===== src/rtl/gcpt_pkg.sv =====
// ---------------------------------------------------------------------------
// gcpt_pkg
// shared types and constants for the gait contact phase tracker
// ---------------------------------------------------------------------------
package gcpt_pkg;

    typedef enum logic [2:0] {
        ST_IDLE,
        ST_EVAL,
        ST_DIV,
        ST_OUT
    } state_t;

    localparam logic [2:0] REG_STEP_DURATION   = 3'd0;
    localparam logic [2:0] REG_TRANSITION_TIME = 3'd1;
    localparam logic [2:0] REG_TICK_PERIOD     = 3'd2;
    localparam logic [2:0] REG_FORCE_RISE_MIN  = 3'd3;
    localparam logic [2:0] REG_FORCE_LOAD_MIN  = 3'd4;
    localparam logic [2:0] REG_BODY_WEIGHT     = 3'd5;

    localparam int DIV_STEPS = 16;

    typedef struct packed {
        logic load;
        logic eval;
        logic div_start;
        logic div_step;
        logic out_load;
    } cmd_t;

    typedef struct packed {
        logic div_done;
    } sts_t;

endpackage


===== src/rtl/gait_contact_phase_tracker.sv =====
// ---------------------------------------------------------------------------
// gait_contact_phase_tracker
// four-phase gait tracker with odometer, ankle flag and phase fraction
// ---------------------------------------------------------------------------
// channel   dir   bus          content
// s_axis    in    tdata 304b   one control tick
// m_axis    out   tdata 208b   one tracker result
// cfg       in    24b write    six registers, index 0..5
//
// one beat runs through capture, the state update, the bit-serial fraction
// divider (16 quotient steps, then a done check that loads the fraction) and
// the result beat, held for the output handshake; rst_n asynchronously clears
// control, config and gait state to the documented reset values, not the captured
// beat or divider data; the input stays closed until the result beat is taken
module gait_contact_phase_tracker (
    input  logic          clk,
    input  logic          rst_n,
    input  logic          cfg_we,
    input  logic [2:0]    cfg_idx,
    input  logic [23:0]   cfg_data,
    input  logic          s_axis_tvalid,
    output logic          s_axis_tready,
    // now_us, left_vert_force, right_vert_force, left_lat_force, right_lat_force,
    // left_fwd_speed, right_fwd_speed, left_pos_x, left_pos_y, left_pos_z,
    // right_pos_x, right_pos_z, right_pos_y
    input  logic [303:0]  s_axis_tdata,
    output logic          m_axis_tvalid,
    input  logic          m_axis_tready,
    // phase_time, phase_fraction, gait_phase, stance_side, step_count,
    // touchdown_time, ankle_flag, odometer_x, odometer_y, odometer_z,
    // contact_type, estimator_foot
    output logic [207:0]  m_axis_tdata
);
    gcpt_pkg::cmd_t cmd;
    gcpt_pkg::sts_t sts;

    // controller owns the handshake
    gcpt_ctrl u_ctrl (
        .clk(clk), .rst_n(rst_n),
        .in_fire(s_axis_tvalid && s_axis_tready),
        .out_fire(m_axis_tvalid && m_axis_tready),
        .sts(sts), .cmd(cmd),
        .in_ready(s_axis_tready), .out_valid(m_axis_tvalid)
    );

    // datapath holds gait state and the divider
    gcpt_datapath u_dp (
        .clk(clk), .rst_n(rst_n), .cmd(cmd), .sts(sts),
        .cfg_we(cfg_we), .cfg_idx(cfg_idx), .cfg_data(cfg_data),
        .in_data(s_axis_tdata), .out_data(m_axis_tdata)
    );
endmodule


===== src/rtl/gcpt_ctrl.sv =====
// ---------------------------------------------------------------------------
// gcpt_ctrl
// sequencer: capture beat, update state, run divider, present result
// ---------------------------------------------------------------------------
module gcpt_ctrl (
    input  logic             clk,
    input  logic             rst_n,
    input  logic             in_fire,
    input  logic             out_fire,
    input  gcpt_pkg::sts_t   sts,
    output gcpt_pkg::cmd_t   cmd,
    output logic             in_ready,
    output logic             out_valid
);
    gcpt_pkg::state_t state_reg, state_next;

    always_ff @(posedge clk or negedge rst_n)
    begin
        if (!rst_n)
            state_reg <= gcpt_pkg::ST_IDLE;
        else
            state_reg <= state_next;
    end

    always_comb
    begin
        state_next = state_reg;
        case (state_reg)
            gcpt_pkg::ST_IDLE: if (in_fire) state_next = gcpt_pkg::ST_EVAL;
            gcpt_pkg::ST_EVAL: state_next = gcpt_pkg::ST_DIV;
            gcpt_pkg::ST_DIV:  if (sts.div_done) state_next = gcpt_pkg::ST_OUT;
            gcpt_pkg::ST_OUT:  if (out_fire) state_next = gcpt_pkg::ST_IDLE;
            default:           state_next = gcpt_pkg::ST_IDLE;
        endcase
    end

    always_comb
    begin
        cmd = '0;
        in_ready = 1'b0;
        out_valid = 1'b0;
        case (state_reg)
            gcpt_pkg::ST_IDLE:
            begin
                in_ready = 1'b1;
                cmd.load = in_fire;
            end
            gcpt_pkg::ST_EVAL:
            begin
                cmd.eval = 1'b1;
                cmd.div_start = 1'b1;
            end
            gcpt_pkg::ST_DIV:
            begin
                cmd.div_step = ~sts.div_done;
                cmd.out_load = sts.div_done;
            end
            gcpt_pkg::ST_OUT: out_valid = 1'b1;
            default: ;
        endcase
    end

    a_out_only_in_out: assert property (@(posedge clk) disable iff (!rst_n)
        out_valid |-> !in_ready) else $error("out and in both open");
    a_eval_after_load: assert property (@(posedge clk) disable iff (!rst_n)
        cmd.load |=> cmd.eval) else $error("eval missing after load");
    a_out_after_div: assert property (@(posedge clk) disable iff (!rst_n)
        cmd.out_load |=> out_valid) else $error("result not presented");
endmodule


===== src/rtl/gcpt_datapath.sv =====
// ---------------------------------------------------------------------------
// gcpt_datapath
// gait state registers, switch rules and restoring fraction divider
// ---------------------------------------------------------------------------
module gcpt_datapath (
    input  logic                   clk,
    input  logic                   rst_n,
    input  gcpt_pkg::cmd_t         cmd,
    output gcpt_pkg::sts_t         sts,
    input  logic                   cfg_we,
    input  logic [2:0]             cfg_idx,
    input  logic [23:0]            cfg_data,
    input  logic [303:0]           in_data,
    output logic [207:0]           out_data
);
    // configuration
    logic [23:0] step_dur_reg, trans_reg;
    logic [16:0] tick_reg;
    logic [18:0] rise_reg, loadmin_reg, weight_reg;

    always_ff @(posedge clk or negedge rst_n)
    begin
        if (!rst_n)
        begin
            step_dur_reg <= 24'd400000;
            trans_reg    <= 24'd100000;
            tick_reg     <= 17'd2500;
            rise_reg     <= 19'd800;
            loadmin_reg  <= 19'd3200;
            weight_reg   <= 19'd8624;
        end
        else if (cfg_we)
        begin
            case (cfg_idx)
                gcpt_pkg::REG_STEP_DURATION:   step_dur_reg <= cfg_data;
                gcpt_pkg::REG_TRANSITION_TIME: trans_reg    <= cfg_data;
                gcpt_pkg::REG_TICK_PERIOD:     tick_reg     <= cfg_data[16:0];
                gcpt_pkg::REG_FORCE_RISE_MIN:  rise_reg     <= cfg_data[18:0];
                gcpt_pkg::REG_FORCE_LOAD_MIN:  loadmin_reg  <= cfg_data[18:0];
                gcpt_pkg::REG_BODY_WEIGHT:     weight_reg   <= cfg_data[18:0];
                default: ;
            endcase
        end
    end

    // captured beat
    logic [303:0] in_reg;
    always_ff @(posedge clk)
    begin
        if (cmd.load)
            in_reg <= in_data;
    end

    logic [31:0] now;
    logic signed [19:0] lv, rv, ll, rl;
    logic signed [23:0] ls, rs, lx, ly, lz, rx, ry, rz;
    assign now = in_reg[31:0];
    assign lv  = in_reg[51:32];
    assign rv  = in_reg[71:52];
    assign ll  = in_reg[91:72];
    assign rl  = in_reg[111:92];
    assign ls  = in_reg[135:112];
    assign rs  = in_reg[159:136];
    assign lx  = in_reg[183:160];
    assign ly  = in_reg[207:184];
    assign lz  = in_reg[231:208];
    assign rx  = in_reg[255:232];
    assign rz  = in_reg[279:256];
    assign ry  = in_reg[303:280];

    // state
    logic [31:0] sw_time_reg, td_reg;
    logic [2:0]  phase_reg, contact_reg;
    logic        stance_reg, ankle_reg, efoot_reg;
    logic [15:0] step_reg;
    logic [31:0] odo_x_reg, odo_y_reg, odo_z_reg;
    logic [23:0] period_reg;
    logic signed [19:0] plv_reg, prv_reg, pll_reg, prl_reg;
    logic signed [23:0] pls_reg, prs_reg;

    // rule evaluation, all from the tick-start state
    logic [31:0] t0;
    logic signed [36:0] t10, late_thr, t2, to_thr;
    logic signed [20:0] drv, dlv, dll, drl;
    logic signed [24:0] dls, drs;
    logic signed [24:0] rv10, lv10, mg6;
    logic late, tmo, sw_r, sw_l, ld1, ld3, fl_r, fl_l;
    logic [2:0] ph_n;
    logic [31:0] t_n, td_n;

    always_comb
    begin
        t0 = now - sw_time_reg;
        t10 = 37'(t0) * 37'sd10;
        late_thr = 37'(period_reg) * 37'sd7 + 37'(trans_reg) * 37'sd10;
        t2 = 37'(t0) * 37'sd2;
        to_thr = 37'(period_reg) * 37'sd2 + 37'(trans_reg) * 37'sd2 - 37'(tick_reg);
        late = t10 > late_thr;
        tmo = t2 > to_thr;
        drv = 21'(rv) - 21'(prv_reg);
        dlv = 21'(lv) - 21'(plv_reg);
        dll = 21'(ll) - 21'(pll_reg);
        drl = 21'(rl) - 21'(prl_reg);
        dls = 25'(ls) - 25'(pls_reg);
        drs = 25'(rs) - 25'(prs_reg);
        rv10 = 25'(rv) * 25'sd10;
        lv10 = 25'(lv) * 25'sd10;
        mg6 = 25'(weight_reg) * 25'sd6;
        sw_r = (phase_reg == 3'd4 && (drv >= $signed({2'b00, rise_reg}) || rv10 > mg6) && late)
            || (phase_reg > 3'd2 && tmo);
        sw_l = (phase_reg == 3'd2 && (dlv >= $signed({2'b00, rise_reg}) || lv10 > mg6) && late)
            || (phase_reg < 3'd3 && tmo);
        ld1 = phase_reg == 3'd1 && rv >= $signed({1'b0, loadmin_reg});
        ld3 = phase_reg == 3'd3 && lv >= $signed({1'b0, loadmin_reg});
        // a switch zeroes t, and the ankle flag is only set on a tick without one
        fl_r = (drl >= 21'sd32) || (drl <= -21'sd32);
        fl_l = (dll >= 21'sd32) || (dll <= -21'sd32);
        t_n = (sw_r || sw_l) ? 32'd0 : t0;
        ph_n = phase_reg;
        td_n = td_reg;
        if (sw_r) begin ph_n = 3'd1; td_n = 32'(step_dur_reg); end
        if (ld1) begin ph_n = 3'd2; td_n = t_n; end
        if (sw_l) begin ph_n = 3'd3; td_n = 32'(step_dur_reg); end
        if (ld3) begin ph_n = 3'd4; td_n = t_n; end
    end

    // divider
    logic [31:0] t_reg;
    logic [39:0] rem_reg;
    logic [16:0] q_reg;
    logic [4:0]  cnt_reg;
    logic [16:0] frac_reg;
    logic [39:0] rem_cur;
    logic [39:0] rem_sh;
    logic [32:0] dsub;
    logic [23:0] per_n;

    assign per_n = (sw_r || sw_l) ? step_dur_reg : period_reg;
    // first step starts from d, later steps from the running remainder
    assign rem_cur = (cnt_reg == 5'd0) ? {8'd0, dsub[31:0]} : rem_reg;
    assign rem_sh = {rem_cur[38:0], 1'b0};
    assign dsub = 33'(t_reg) - 33'(trans_reg);
    assign sts.div_done = cnt_reg == 5'(gcpt_pkg::DIV_STEPS);

    always_ff @(posedge clk or negedge rst_n)
    begin
        if (!rst_n)
        begin
            sw_time_reg <= '0; td_reg <= '0; phase_reg <= 3'd1; stance_reg <= 1'b0;
            step_reg <= '0; odo_x_reg <= '0; odo_y_reg <= '0; odo_z_reg <= '0;
            ankle_reg <= 1'b0; period_reg <= 24'd400000;
            plv_reg <= '0; prv_reg <= '0; pll_reg <= '0; prl_reg <= '0;
            contact_reg <= 3'd4; efoot_reg <= 1'b0; pls_reg <= '0; prs_reg <= '0;
            cnt_reg <= '0; t_reg <= '0;
        end
        else
        begin
            if (cmd.eval)
            begin
                phase_reg <= ph_n;
                td_reg <= td_n;
                period_reg <= per_n;
                t_reg <= t_n;
                if (sw_r || sw_l)
                begin
                    sw_time_reg <= now;
                    step_reg <= step_reg + (sw_r && sw_l ? 16'd2 : 16'd1);
                    stance_reg <= sw_r && !sw_l;
                end
                odo_x_reg <= odo_x_reg + (sw_r ? 32'(rx) : 32'd0) + (sw_l ? 32'(lx) : 32'd0);
                odo_y_reg <= odo_y_reg + (sw_r ? 32'(ry) : 32'd0) + (sw_l ? 32'(ly) : 32'd0);
                odo_z_reg <= odo_z_reg + (sw_r ? 32'(rz) : 32'd0) + (sw_l ? 32'(lz) : 32'd0);
                if (!(sw_r || sw_l) && late &&
                    ((ph_n == 3'd4 && fl_r) || (ph_n == 3'd2 && fl_l)))
                    ankle_reg <= 1'b1;
                else if (sw_r || sw_l)
                    ankle_reg <= 1'b0;
                if (contact_reg == 3'd4 && lv > 20'sd3200)
                    contact_reg <= 3'd1;
                else if (contact_reg == 3'd1 && dls < 25'sd10000 && dls > -25'sd10000)
                begin
                    contact_reg <= 3'd2; efoot_reg <= 1'b0;
                end
                else if (contact_reg == 3'd2 && rv > 20'sd3200)
                    contact_reg <= 3'd3;
                else if (contact_reg == 3'd3 && drs < 25'sd10000 && drs > -25'sd10000)
                begin
                    contact_reg <= 3'd4; efoot_reg <= 1'b1;
                end
                plv_reg <= lv; prv_reg <= rv; pll_reg <= ll; prl_reg <= rl;
                pls_reg <= ls; prs_reg <= rs;
            end
            if (cmd.div_start)
                cnt_reg <= '0;
            else if (cmd.div_step)
                cnt_reg <= cnt_reg + 5'd1;
        end
    end

    // restoring division of d*2^16 by period, one quotient bit per cycle
    always_ff @(posedge clk)
    begin
        if (cmd.div_start)
        begin
            rem_reg <= '0;
            q_reg <= '0;
        end
        else if (cmd.div_step)
        begin
            if (rem_sh >= 40'(period_reg))
            begin
                rem_reg <= rem_sh - 40'(period_reg);
                q_reg <= {q_reg[15:0], 1'b1};
            end
            else
            begin
                rem_reg <= rem_sh;
                q_reg <= {q_reg[15:0], 1'b0};
            end
        end
        if (cmd.out_load)
        begin
            if (dsub[32] || dsub == 33'd0)
                frac_reg <= '0;
            else if (period_reg == 24'd0 || dsub[31:0] >= 32'(period_reg))
                frac_reg <= 17'd65536;
            else
                frac_reg <= q_reg;
        end
    end

    assign out_data = {6'd0, efoot_reg, contact_reg, odo_z_reg, odo_y_reg, odo_x_reg,
                       ankle_reg, td_reg, step_reg, stance_reg, phase_reg, frac_reg, t_reg};

    a_div_bounded: assert property (@(posedge clk) disable iff (!rst_n)
        cnt_reg <= 5'(gcpt_pkg::DIV_STEPS)) else $error("divider overrun");
    a_phase_range: assert property (@(posedge clk) disable iff (!rst_n)
        phase_reg != 3'd0 && phase_reg < 3'd5) else $error("phase out of range");
    a_contact_range: assert property (@(posedge clk) disable iff (!rst_n)
        contact_reg != 3'd0 && contact_reg < 3'd5) else $error("contact out of range");
endmodule

===== config.mk =====
export PLATFORM = sky130hd
export DESIGN_NAME = gait_contact_phase_tracker
export DESIGN_NICKNAME = d
export VERILOG_FILES = /design/src/rtl/gcpt_pkg.sv /design/src/rtl/gait_contact_phase_tracker.sv /design/src/rtl/gcpt_ctrl.sv /design/src/rtl/gcpt_datapath.sv
export SDC_FILE = /design/constraint.sdc
export NUM_CORES = 2
export LEC_CHECK = 0
export BUFFER_PORTS_ARGS = -buffer_cell sky130_fd_sc_hd__buf_2
export CAP_MARGIN = 5
export CORE_MARGIN = 2
export CORE_UTILIZATION = 35
export DETAILED_ROUTE_END_ITERATION = 16
export SLEW_MARGIN = 20
export SYNTH_ARGS = -nofsm -noshare
export SYNTH_HDL_FRONTEND = slang
export SYNTH_HIERARCHICAL = 1
export SYNTH_SLANG_ARGS = --single-unit

===== constraint.sdc =====
create_clock -name clk -period 21.1 [get_ports clk]
set_input_delay 0 -clock clk [delete_from_list [all_inputs] [get_ports clk]]
set_output_delay 0 -clock clk [all_outputs]
set_load 0.02 [all_outputs]

==> metrics <==
status finished clean; synthesized instance count 6539; Synth top area share 17.9%; crit end category flip-flop; Detailed Place HPWL 151 mm; Placer Congestion 0.904; sink of the worst hold path u_dp/in_reg[2]$_DFFE_PP_; unrepaired setup endpoints after global routing no; starting density of the core 35.3%; wire length of the first global-routing pass 309 mm; actual slew at the worst max-slew pin 1040 ps; worst skew pair latency 780 ps; post-route clock skew 41.3 ps; number of library cell types mapped by synthesis 117; setup bufs post-CTS 0; Cells on Worst Hold Path 2; most repeated library cell on the critical path sky130_fd_sc_hd__a21oi_1; Core Box Area 183000 um^2; master of the slowest instance on the critical path sky130_fd_sc_hd__o41ai_1; GRT Util Overall 21.0%; number of antenna violations at the first check in global routing 14; Overflow after GRT 0; critical setup path kind flip-flop to flip-flop; mux cell area share after synthesis 4.97%; overall die width 434 um; first drt pass iteration count 6; Min-Delay Path Class primary input to flip-flop; top cells by area in the synthesized netlist sky130_fd_sc_hd__dfrtp_1, sky130_fd_sc_hd__ha_1, sky130_fd_sc_hd__edfxtp_1, sky130_fd_sc_hd__fa_1, sky130_fd_sc_hd__mux2_2; aggregate routed wire length 201 mm; register-to-register setup slack 7500 ps; met1 wire length 87.2 mm; clock tree buffer depth 3; HP Start s_axis_tdata[2]; number of maximum-capacitance violations 0; share of synthesized area occupied by flip-flops and latches 36.0%; share of post-route cells with drive strength above 1 14.1%; post-detailed-route wirelength per cell 19.5 um; Setup Total Neg Slack 0 ps; CTS H-tree depth 3; topmost layer with routed signal wires met5; number of flip-flops under the largest register name 304; worst r2r dst u_dp/odo_z_reg[30]$_DFFE_PN0P_; Die H 434 um; fin crit period 13600 ps; Port Buf Inserts 539; Critical Path AT 14230 ps; FF+latch count, synth 875; number of warnings issued by yosys 6; slew margin rel. 30.4%; TritonCTS clock tree done; PostCTS Resize Cnt 0; number of remaining DRC errors 0; # nets final 9028; 1st-iter DRT viols 3477; FMAX 0.0736 GHz; share of synthesized cell area in full adder, half adder and majority cells 20.4%; main flop type after synthesis sky130_fd_sc_hd__dfrtp_1; area fraction in and, or, nand and nor cells after synthesis 13.1%; leading area contributor after synthesis sky130_fd_sc_hd__dfrtp_1; synthesis-to-layout area growth 24.5%; category of the worst setup path launch point flip-flop; period utilization 64.4%; async set or reset register ratio after synthesis 56.9%; top cell family by delay on the critical path compound AO/OA/AOI/OAI gates; number of vias after detailed routing 53500; number of sinks on the clock net 875; xor-xnor portion of the synthesized cell area 5.08%; worst endpoint required time 21740 ps; maximum number of pins on one net before global-route repair 114; path depth of the worst reg2reg path 52; Mapped Area 64700 um^2; met2 wire len 96.3 mm; # setup viols final 0; Total Die Area 188000 um^2; Crit Path Max Fanout 49; Num CTS Buffers 106; combinational family with the most area after synthesis adder cells; start of the worst register-to-register path u_dp/trans_reg[3]$_DFFE_PN0P_; delay contributed by the slowest stage of the critical path 550 ps; Worst Path Buf+Inv 2; mean instance size in the synthesized netlist 9.90 um^2; Final Max Slew Viols 0; met3 wire length 9.83 mm; final hold vios 0; IO Count 546; remaining number of nets flagged by the antenna check after routing 0; synthesized-area fraction occupied by ao, oa, aoi and oai cells 16.1%; number of standard-cell rows in the floorplan 157; EDFF count, synth 321; via count of the first global-routing pass 53700; CTS root buffer sky130_fd_sc_hd__clkbuf_16; number of vias per cell after detailed routing 5.19; clock input transition at the sequential cells of the worst setup and hold paths 60 ps
final cells by class:
cell class              count  area [um^2]
diodes                     11         27.5
clock buffers             141         2960
clock inverters            61          719
fillers                 17400       103000
inverters                 565         2120
multi-input cells        4950        38700
flip-flops and latches    875        23300
well taps                2464         3080
repair buffers           1241         9690
Yosys cell counts (60+ instances only):
master,number
sky130_fd_sc_hd__ha_1,781
sky130_fd_sc_hd__inv_1,564
sky130_fd_sc_hd__nand2_1,561
sky130_fd_sc_hd__dfrtp_1,462
sky130_fd_sc_hd__o21ai_0,401
sky130_fd_sc_hd__nor2_1,366
sky130_fd_sc_hd__a21oi_1,356
sky130_fd_sc_hd__edfxtp_1,321
sky130_fd_sc_hd__xnor2_1,255
sky130_fd_sc_hd__mux2_2,217
sky130_fd_sc_hd__fa_1,172
sky130_fd_sc_hd__a21o_1,156
sky130_fd_sc_hd__and2_1,128
sky130_fd_sc_hd__xor2_1,120
sky130_fd_sc_hd__nor3_1,114
sky130_fd_sc_hd__nand3_1,109
sky130_fd_sc_hd__clkbuf_1,108
sky130_fd_sc_hd__o21a_1,97
sky130_fd_sc_hd__a211oi_1,74
sky130_fd_sc_hd__mux2i_1,74
sky130_fd_sc_hd__o21bai_1,70
sky130_fd_sc_hd__nand4_1,63
sky130_fd_sc_hd__nand2b_1,60
metal layers:
| metal | GRT usage [%] | vias to the layer above |
|---|---|---|
| li1 | - | 25900 |
| met1 | 26.8 | 26000 |
| met2 | 35.8 | 1294 |
| met3 | 3.34 | 285 |
| met4 | 7.68 | 4 |
| met5 | 0 | - |
placed cells by master, fill, tap and decap left out, types with 217 or more instances in the layout:
cell type	n
sky130_fd_sc_hd__ha_1	780
sky130_fd_sc_hd__dlygate4sd3_1	666
sky130_fd_sc_hd__inv_1	563
sky130_fd_sc_hd__nand2_1	561
sky130_fd_sc_hd__buf_2	538
sky130_fd_sc_hd__dfrtp_1	462
sky130_fd_sc_hd__o21ai_0	401
sky130_fd_sc_hd__nor2_1	364
sky130_fd_sc_hd__a21oi_1	356
sky130_fd_sc_hd__edfxtp_1	321
sky130_fd_sc_hd__xnor2_1	255
sky130_fd_sc_hd__mux2_2	217
stage by stage:
stage | setup slack (ps) | utilization (%) | instances | instance area (um^2) | hold WS [ps]
5_1_grt | 6270 | 43.9 | 10300 | 80600 | 7.38
3_3_place_gp | 7660 | 38.2 | 9426 | 70100 | 52.8
6_report | 7500 | 43.9 | 10300 | 80600 | 67.5
4_1_cts | 7540 | 43.9 | 10300 | 80500 | 3.54
3_5_place_dp | 7560 | 38.2 | 9426 | 70100 | 47.7
2_1_floorplan | 9490 | - | 6546 | 64700 | -296
worst max path at each step:
| stage | startpoint | endpoint | slack, ps | cells after the start |
|---|---|---|---|---|
| 2_1_floorplan | u_dp/trans_reg[3]$_DFFE_PN0P_ | u_dp/odo_z_reg[30]$_DFFE_PN0P_ | 9490 | 54 |
| 3_3_place_gp | u_dp/trans_reg[3]$_DFFE_PN0P_ | u_dp/odo_z_reg[30]$_DFFE_PN0P_ | 7660 | 52 |
| 3_5_place_dp | u_dp/trans_reg[3]$_DFFE_PN0P_ | u_dp/odo_z_reg[30]$_DFFE_PN0P_ | 7560 | 52 |
| 4_1_cts | u_dp/trans_reg[3]$_DFFE_PN0P_ | u_dp/odo_z_reg[30]$_DFFE_PN0P_ | 7540 | 52 |
| 5_1_grt | u_dp/trans_reg[3]$_DFFE_PN0P_ | u_dp/odo_z_reg[30]$_DFFE_PN0P_ | 6270 | 52 |
| 6_report | u_dp/trans_reg[3]$_DFFE_PN0P_ | u_dp/odo_z_reg[30]$_DFFE_PN0P_ | 7500 | 52 |
kinds of logic after synthesis:
logic type,after synthesis
simple gates,1732
compound gates,1588
fa+ha+maj,953
flops,875
buf+inv,721
xor+xnor,375
mux,293
other cells,2
what timing repair did:
item | CTS | global route
hold endpoints to repair | 620 | 0
hold buffers | 668 | 0
setup endpoints to repair | 0 | 0
Power is left out: the tool's default activity adds up to more than one toggle a clock period on the data nets, which glitch-free logic cannot reach.
